$ cat src/rtl/core/mac_translation_table_defines.svh
// Assertion macros used by the MAC translation table RTL.
`ifndef MAC_TRANSLATION_TABLE_DEFINES_SVH
`define MAC_TRANSLATION_TABLE_DEFINES_SVH

// Same-cycle implication, checked on clk and disabled while rst_n is low.
`define MTT_ASSERT_NOW(label, ante, cons, msg) \
    label: assert property (@(posedge clk) disable iff (!rst_n) (ante) |-> (cons)) \
        else $error(msg);

// Next-cycle implication, checked on clk and disabled while rst_n is low.
`define MTT_ASSERT_NEXT(label, ante, cons, msg) \
    label: assert property (@(posedge clk) disable iff (!rst_n) (ante) |=> (cons)) \
        else $error(msg);

`endif

$ cat src/rtl/core/mtt_ram.sv
// Generic simple dual-port RAM with one write port and a registered read port.
module mtt_ram #(
    parameter int WIDTH = 8,
    parameter int DEPTH = 64
) (
    input  logic                                   clk,
    input  logic                                   we,
    input  logic [((DEPTH > 1) ? $clog2(DEPTH) : 1)-1:0] waddr,
    input  logic [WIDTH-1:0]                       wdata,
    input  logic [((DEPTH > 1) ? $clog2(DEPTH) : 1)-1:0] raddr,
    output logic [WIDTH-1:0]                       rdata
);

    logic [WIDTH-1:0] mem [DEPTH];

    // Synchronous write and registered read.
    always_ff @(posedge clk)
    begin
        if (we)
        begin
            mem[waddr] <= wdata;
        end
        rdata <= mem[raddr];
    end

endmodule

$ cat config.mk
export PLATFORM = sky130hd
export DESIGN_NAME = mtt_ram
export DESIGN_NICKNAME = d
export VERILOG_FILES = /design/src/rtl/core/mac_translation_table_defines.svh /design/src/rtl/core/mtt_ram.sv
export SDC_FILE = /design/constraint.sdc
export NUM_CORES = 1
export LEC_CHECK = 0
export BUFFER_PORTS_ARGS = -buffer_cell sky130_fd_sc_hd__buf_2
export CORE_ASPECT_RATIO = 1.5
export CORE_MARGIN = 2
export CORE_UTILIZATION = 35
export DETAILED_ROUTE_END_ITERATION = 12
export PLACE_DENSITY = 0.53
export SLEW_MARGIN = 25
export SYNTH_ARGS = -nofsm -noshare
export SYNTH_HDL_FRONTEND = slang
export SYNTH_SLANG_ARGS = --single-unit
export TNS_END_PERCENT = 5
$ cat constraint.sdc
create_clock -name clk -period 2.05 [get_ports clk]
set_input_delay 0.1025 -clock clk [delete_from_list [all_inputs] [get_ports clk]]
set_output_delay 0.1025 -clock clk [all_outputs]
set_load 0.03 [all_outputs]
# --- Yosys cells after proc, flatten, opt, wreduce, memory -nomap -nowiden ---
# Memory sizes are Yosys's and may differ from the RTL's. A register that Yosys moved wholly into a read port is not among the register bits.
# Cells that the tools add are included.
# W data, S select, Z words.
word_totals:
  elab_cells: 3
  regBits: 0
  inputBits: 22
  out_inout_bits: 8
  mem_count: 1
  ramBits: 512
memory_table:
  columns: ["memory", "words", "word_bits", "read_ports", "rd_ports_with_merged_regs", "wr", "line", "text"]
  rows:
  - ["mem", 64, 8, 1, 1, 1, "mtt_ram.sv:14", "logic [WIDTH-1:0] mem [DEPTH];"]
op_classes:
  n_mux: 2
ops:
  columns: ["cell", "n"]
  rows:
  - ["$mux W1", 2]

# --- Longest topological paths before layout ---
# Gate-level depths: netlist of the first run.
logic_depth:
  depth_word: 2
  depth_mapped: 9
  depth_no_buf: 5

# --- Worst setup path after synthesis of the first run ---
# OpenSTA, ideal clock, no wires.
synth_path:
  path_type: "input-to-reg"
  startpoint: "input port raddr[1] in the netlist's numbering"
  endpoint: "register rdata[3], read port of mem"
  cell_stages: 7
  setup_slack_ps: 280
  required_ps: 1922
  path_buffers: 3
  setup_time_ps: 128
  arrival_ps: 1642
  cell_sequence: "buf_4 > buf_2 > buf_2 > mux4_2 > mux4_2 > o21ai_1 > o41ai_1"
synth_rtl:
  columns: ["item", "line", "text"]
  rows:
  - ["from (decl)", "mtt_ram.sv:10", "input logic [((DEPTH > 1) ? $clog2(DEPTH) : 1)-1:0] raddr,"]
  - ["to (decl)", "mtt_ram.sv:11", "output logic [WIDTH-1:0] rdata"]

==> results by group, run 1 <==
Floorplan
  • Effective utilization at floorplan: 35.4%
  • Die width: 200 um
  • Die ar.: 59,600 sq um
  • Number of primary I/O pins: 30
  • Total core area: 56,900 sq um
  • Chip height: 298 um
  • Placement Rows: 107

Place
  • Input/output buffers: 29
  • Placed cell area: 22,300 sq um
  • # placed instances: 1,844
  • Weighted congestion reported at the end of routability-driven placement: 0.869
  • Placed wire-length estimate after detailed placement: 33.4 mm

CTS
  • Num Clock Sinks: 520
  • Buffer depth of the longest clock path: 3
  • Deepest level of the CTS H-tree: 2
  • CTS tree: built
  • Skew-Pair Late Insertion Delay: 580 ps
  • Clock transition at the registers of the reported paths: 60 ps
  • Total clock buffers created by CTS: 49
  • Root buffer cell: sky130_fd_sc_hd__clkbuf_16

Yosys
  • Synthesized-area fraction occupied by adder cells: 0%
  • Post-synthesis instance area: 20,200 sq um
  • Synth cell types: 40
  • Top cells by count, synth: sky130_fd_sc_hd__edfxtp_1, sky130_fd_sc_hd__mux4_2, sky130_fd_sc_hd__nor2_1
  • Number of nets produced by synthesis: 962
  • Area share of and/or/nand/nor cells after synthesis: 3.39%
  • Largest family of logic cells by synthesized area: multiplexers
  • Mean cell area of the mapped netlist: 21.5 sq um
  • Number of synthesized flops with an enable pin: 512
  • Top cell type's share of synthesized area: 76.2%
  • Post-Synthesis Cells: 940
  • Ys Warns: 0
  • Most frequent cell after synthesis: sky130_fd_sc_hd__edfxtp_1
  • Top FF cell, synth: sky130_fd_sc_hd__edfxtp_1
  • Sequential fraction of the synthesis area: 77.0%
  • Post-synthesis mux area share: 15.9%
  • Flip-flop and latch count after synthesis: 520
  • Largest cells by area after synthesis: sky130_fd_sc_hd__edfxtp_1, sky130_fd_sc_hd__mux4_2, sky130_fd_sc_hd__nor2_1, sky130_fd_sc_hd__mux2i_1, sky130_fd_sc_hd__dfxtp_1
  • Fraction of the mapped netlist area in compound gates: 2.07%
  • Async set-reset flop share out of synthesis: 0%
  • Parity-gate share of the synthesized area counting xor and xnor cells: 0%
  • Cell type with the largest total area after synthesis: sky130_fd_sc_hd__edfxtp_1

Pwr
  • Fraction of power consumed by sequential logic: 53.7%
  • Combinational group share of total power: 5.8%
  • Internal: 17.3 mW
  • Power density over the cells: 919 nW/um^2
  • Net load switching power: 4.62 mW
  • Worst supply voltage drop on vdd: 0.000564 V
  • Fraction of power spent switching nets: 21.0%
  • Fraction of power consumed by the clock network: 40.4%
  • Pleak: 7.71 nW

Global route
  • Antenna violations before repair: 3
  • Grt met2 use: 31.3%
  • Met1 layer usage reported by global route: 20.5%
  • Number of global-route vias before repair: 10,500
  • Overall routing resource usage: 17.1%
  • GR Layer Usage met3: 2.24%
  • Global-route layer with the greatest usage: met2
  • Largest net degree at the start of global routing: 65
  • Global-route wire length before repair: 72.2 mm
  • Overflow left after global routing: 0

Worst setup path
  • Buffer and inverter count on the worst path: 0
  • Cells along the critical path: mux4_2, mux2_2, o221a_2, nor3_1, o32ai_1
  • Max FO, Critical Path: 1
  • Maximum cell stage delay along the critical path: 470 ps
  • Critical path start-end classification: reg -> reg
  • Worst Setup Start Kind: flip-flop
  • Data required, critical path: 2500 ps
  • Critical-path top delay cell: sky130_fd_sc_hd__mux4_2
  • WP data arrival: 2410 ps
  • Worst path top cell family by delay: multiplexers
  • Critical path capture point type: flip-flop

Cells and area
  • Fraction of final layout cells with drive strength greater than 1: 34.2%
  • Layout Cells excl Fill: 1,934
  • Flip-flop and latch area: 15,500 sq um
  • Final core occ: 42.0%
  • Filler cell count in the final layout: 4,947
  • Diodes inserted: 0
  • Net count, final: 1,154
  • Multi-input gate area: 4320 sq um
  • Final Instance Area: 23,900 sq um
  • Growth of design area from synthesis to finish: 18.5%

STA
  • Hold slack final: 27.0 ps
  • Peak clock frequency supported by timing: 509 MHz
  • Min Tclk post-route: 1970 ps
  • Headroom to the max-slew limit: 44.7%
  • Final setup vio count: 0
  • Share of the clock period used by the worst path: 95.9%
  • Worst setup skew after layout: 19.6 ps
  • Unrepaired setup endpoints after global routing: false
  • Worst-Margin Slew: 830 ps
  • Slew Viols, Final: 0
  • Hold Vio Cnt, Final: 0

Min path
  • Min-delay worst type: in -> reg

Detailed routing
  • Final routed DRC violation total: 0
  • Detailed Route Iter0 Violations: 801
  • Post-detailed-routing wire length: 49.3 mm
  • Average vias per placed instance: 5.10
  • Number of detailed-route iterations in the first pass: 7
  • Antenna-violating nets left: 0
  • Overall via count from detail_route: 9,857
  • Drt wl/cell: 25.5 um

Run status
  • Result of the run: finished, final reports clean

Flow run
  • Max-cap violations: 0
-- state kept, by name (all words and copies together), names as in the netlist --
register and flops:
mem 512, rdata 8
-- layout make-up --
| type | count | share of cell area (%) |
|---|---|---|
| Clock inverter | 28 | 1.01 |
| Tap cell | 763 | 3.99 |
| Multi-Input combinational cell | 369 | 18.1 |
| Clock buffer | 62 | 5.51 |
| Timing Repair Buffer | 192 | 6.41 |
| Sequential cell | 520 | 65.0 |
-- cells in the final DEF, fill, tap and decap left out, types with 3 or more instances in the layout --
cell type and n:
sky130_fd_sc_hd__nand2b_1 7, sky130_fd_sc_hd__clkbuf_1 11, sky130_fd_sc_hd__clkinv_2 7, sky130_fd_sc_hd__a21oi_1 3
sky130_fd_sc_hd__nor2b_1 14, sky130_fd_sc_hd__nand3_1 13, sky130_fd_sc_hd__mux2i_1 23, sky130_fd_sc_hd__a211oi_1 4
sky130_fd_sc_hd__nand2_1 19, sky130_fd_sc_hd__o2bb2ai_1 3, sky130_fd_sc_hd__mux2_2 13, sky130_fd_sc_hd__o221ai_1 8
sky130_fd_sc_hd__buf_12 12, sky130_fd_sc_hd__buf_4 153, sky130_fd_sc_hd__edfxtp_1 512, sky130_fd_sc_hd__nor3_1 6
sky130_fd_sc_hd__buf_2 26, sky130_fd_sc_hd__clkbuf_16 51, sky130_fd_sc_hd__nand3b_1 3, sky130_fd_sc_hd__clkinvlp_4 3
sky130_fd_sc_hd__o2111ai_1 3, sky130_fd_sc_hd__a221oi_1 6, sky130_fd_sc_hd__mux4_2 126, sky130_fd_sc_hd__nor2_1 83
sky130_fd_sc_hd__bufinv_16 4, sky130_fd_sc_hd__dfxtp_1 8, sky130_fd_sc_hd__clkinv_1 12, sky130_fd_sc_hd__a22oi_1 3
sky130_fd_sc_hd__o22ai_1 8
-- final timing paths --
check | endpoint | cells after the start | slack [ps] | start
max | rdata[4] | 5 | 80 | mem[28][4]
min | mem[48][5] | 2 | 30 | waddr[1]
max reg2reg | rdata[4] | 5 | 80 | mem[28][4]
min reg2reg | rdata[0] | 4 | 830 | mem[22][0]
-- per-layer routing --
layer	part of all wire [%]	vias up
li1	-	4319
met1	38	5229
met5	0.026	-
met4	2.9	2
met3	3.9	73
met2	55	234
-- logic make-up (layout without fill, tap and decap cells) --
group                  count (synthesis)  count (layout)
multiplexers                         162             162
buffers and inverters                 51             282
AND/OR/NAND/NOR                      153             153
AO/OA/AOI/OAI                         54              54
flip-flops                           520             520
-- repair_timing --
item                       4_1_cts  5_1_grt
setup buffers                    0        0
resized for setup                0        1
hold buffers                     0        0
setup endpoints to repair        0        1
-- through the flow --
step / setup WS [ps] / setup TNS (ps) / power (mW)
after CTS: 53.1 / 0 / 22.2
final: 84.9 / 0 / 22.0
after global routing: 19.6 / 0 / 22.6
after floorplan: 280 / 0 / 12.7
after global placement: -142 / -559 / 13.3
after detailed placement: -116 / -429 / 13.3
-- power groups by stage --
stage	clock [mW]	combinational [mW]	sequential (mW)
global placement	0	1.29	12.0
finish	8.88	1.28	11.8
detailed placement	0	1.30	12.0
global route	9.48	1.37	11.8
CTS	9.07	1.30	11.8
floorplan	0	0.627	12.1
(Power assumes the default switching activity.)
==> run 2: changes to the inputs <==
--- a/config.mk
+++ b/config.mk
@@ -9,8 +9,9 @@
 export CORE_ASPECT_RATIO = 1.5
 export CORE_MARGIN = 2
 export CORE_UTILIZATION = 35
+export CTS_BUF_LIST = sky130_fd_sc_hd__clkbuf_16
 export DETAILED_ROUTE_END_ITERATION = 12
-export PLACE_DENSITY = 0.53
+export PLACE_DENSITY = 0.55
 export SLEW_MARGIN = 25
 export SYNTH_ARGS = -nofsm -noshare
 export SYNTH_HDL_FRONTEND = slang
==> constraint.sdc (replaced) <==
create_clock -name clk -period 1.6 [get_ports clk]
set_input_delay 0.08 -clock clk [delete_from_list [all_inputs] [get_ports clk]]
set_output_delay 0.08 -clock clk [all_outputs]
set_load 0.03 [all_outputs]
==> run 2 against run 1 <==
  * The flow now finishes with violations (hold timing, setup timing)
  * Sequential share of layout area fell by 0.94 points
  * Setup slack got worse by 310 ps
  * First-iteration DRC count rose by 3.5%
  * Routed wire length fell by 1.4%
  * Critical path type unchanged
  * Final cell count is 0.98% higher
  * Largest power group unchanged
  * Non-clock buffer count grew 21
  * Highest routed layer unchanged
  * Clock skew up 6.6 ps
  * Sequential power grew 28%
  * Power rose by 28%
==> results by group, run 2 (same netlist as run 1, synthesis figures left out) <==
CTS
  • Root buffer cell: sky130_fd_sc_hd__clkbuf_16
  • Num Clock Sinks: 520
  • Number of setup buffers added after CTS: 0
  • Clock transition at the registers of the reported paths: 70 ps
  • Deepest level of the CTS H-tree: 2
  • Skew-Pair Late Insertion Delay: 580 ps
  • Total clock buffers created by CTS: 47
  • CTS tree: built
  • Buffer depth of the longest clock path: 3

STA
  • Peak clock frequency supported by timing: 548 MHz
  • Hold Vio Cnt, Final: 8
  • Worst setup skew after layout: 26.2 ps
  • Worst Slack Setup Final: -224 ps
  • Min Tclk post-route: 1820 ps
  • Slew Viols, Final: 0
  • Final setup vio count: 8
  • Hold slack final: -6.17 ps
  • Unrepaired setup endpoints after global routing: true
  • Headroom to the max-slew limit: 48.3%
  • Worst-Margin Slew: 776 ps
  • Share of the clock period used by the worst path: 114%

Worst setup path
  • Cells along the critical path: mux4_2, mux4_2, nor2_4, nor3_2, o2bb2ai_2
  • Worst Setup Start Kind: flip-flop
  • Flop2flop setup slack: -220 ps
  • Reg-to-Reg Start: mem[3][0]
  • Buffer and inverter count on the worst path: 0
  • Cell with the most instances on the worst path: sky130_fd_sc_hd__mux4_2
  • Critical path start-end classification: reg -> reg
  • Critical-path top delay cell: sky130_fd_sc_hd__mux4_2
  • Data required, critical path: 2060 ps
  • Worst Reg2Reg Path Length in Cells: 5
  • Maximum cell stage delay along the critical path: 500 ps
  • Worst path top cell family by delay: multiplexers
  • End of the worst register-to-register path: rdata[0]
  • Max FO, Critical Path: 1
  • Critical path capture point type: flip-flop
  • WP data arrival: 2290 ps

Run status
  • Result of the run: complete, but fails checks
  • Violations in the final reports: hold timing, setup timing

Min path
  • Critical hold path startpoint: wdata[2]
  • Count of cells along the worst hold path: 2
  • Min-delay worst type: in -> reg
  • Worst hold endpoint: mem[41][2]

Cells and area
  • Net count, final: 1,173
  • Growth of design area from synthesis to finish: 20.3%
  • Registers with the highest flip-flop counts: mem (512), rdata (8)
  • Most flop-heavy register: mem
  • Final core occ: 42.6%
  • Max FFs per register: 512
  • Top library cells by usage in the layout, fill and taps aside: sky130_fd_sc_hd__edfxtp_1, sky130_fd_sc_hd__buf_4, sky130_fd_sc_hd__mux4_2
  • Commonest non-fill, non-tap cell in the layout: sky130_fd_sc_hd__edfxtp_1
  • Fraction of final layout cells with drive strength greater than 1: 37.6%
  • Layout Cells excl Fill: 1,953

Floorplan
  • Placement Rows: 107
  • Effective utilization at floorplan: 35.4%
  • Chip height: 298 um
  • Die ar.: 59,600 sq um
  • Total core area: 56,900 sq um
  • Die width: 200 um
  • Number of primary I/O pins: 30

Global route
  • Antenna violations before repair: 4
  • Overall routing resource usage: 16.7%
  • Overflow left after global routing: 0
  • Number of global-route vias before repair: 10,600
  • Global-route wire length before repair: 71.0 mm
  • Largest net degree at the start of global routing: 65

Pwr
  • Pleak: 7.90 nW
  • Power density over the cells: 1160 nW/um^2
  • Worst supply voltage drop on vdd: 0.000709 V

Detailed routing
  • Drt wl/cell: 24.9 um
  • Detailed Route Iter0 Violations: 829
  • Number of detailed-route iterations in the first pass: 5
  • Overall via count from detail_route: 9,910
  • Antenna-violating nets left: 0
  • Average vias per placed instance: 5.07
  • Post-detailed-routing wire length: 48.6 mm
  • Final routed DRC violation total: 0

Place
  • Input/output buffers: 29
  • Dpl ws: -552 ps
  • Placed wire-length estimate after detailed placement: 32.3 mm
  • Weighted congestion reported at the end of routability-driven placement: 0.827
  • # placed instances: 1,865

Flow run
  • Max-cap violations: 0
run 2: changes by cell type in the layout (fill, tap and decap cells not counted), moves of 6 or more:
cell	delta
sky130_fd_sc_hd__inv_1	+6
sky130_fd_sc_hd__clkbuf_1	-11
sky130_fd_sc_hd__clkinv_2	+7
sky130_fd_sc_hd__buf_4	+17
sky130_fd_sc_hd__clkinv_1	-6
run 2: routing by layer:
layer | GRT usage, % | vias up | routed length, um
li1 | - | 4352 | -
met1 | 19.4 | 5232 | 18200
met2 | 31.0 | 230 | 26900
met3 | 2.46 | 90 | 2010
met4 | 5.47 | 6 | 1490
met5 | 0 | - | 37
run 2: layout make-up:
| class | count | area (sq um) |
|---|---|---|
| multi-input cells | 369 | 4490 |
| diodes | 1 | 2.50 |
| well taps | 763 | 955 |
| clock buffers | 47 | 1180 |
| flip-flops and latches | 520 | 15500 |
| repair buffers | 213 | 1730 |
| fillers | 4932 | 32600 |
| clock inverters | 40 | 360 |
run 2: through the flow:
step	total power, mW	TNS [ps]	area, sq um	hold slack (ps)
6_report	28.2	-1390	24300	-6.17
5_1_grt	29.0	-1680	24300	6.36
4_1_cts	28.5	-1480	24200	12.6
3_5_place_dp	17.1	-3900	22600	452
3_3_place_gp	17.1	-4080	22600	480
2_1_floorplan	16.3	-339	20200	179
run 2: where the power goes:
group	internal [mW]	switching, mW
logic	0.747	0.998
registers	15.1	0.0537
clock network	6.36	4.95
run 2: what timing repair did:
item,CTS,global route
hold endpoints to repair,3,0
resized for setup,27,3
hold buffers,1,0
pin swaps,7,2
setup endpoints to repair,8,8
run 2: worst max path at each step:
stage / start / to / cells after the start
2_1_floorplan: mem[21][4] / rdata[4] / 5
3_3_place_gp: raddr[0] / rdata[1] / 7
3_5_place_dp: raddr[0] / rdata[1] / 7
4_1_cts: mem[41][0] / rdata[0] / 5
5_1_grt: mem[3][0] / rdata[0] / 5
6_report: mem[3][0] / rdata[0] / 5
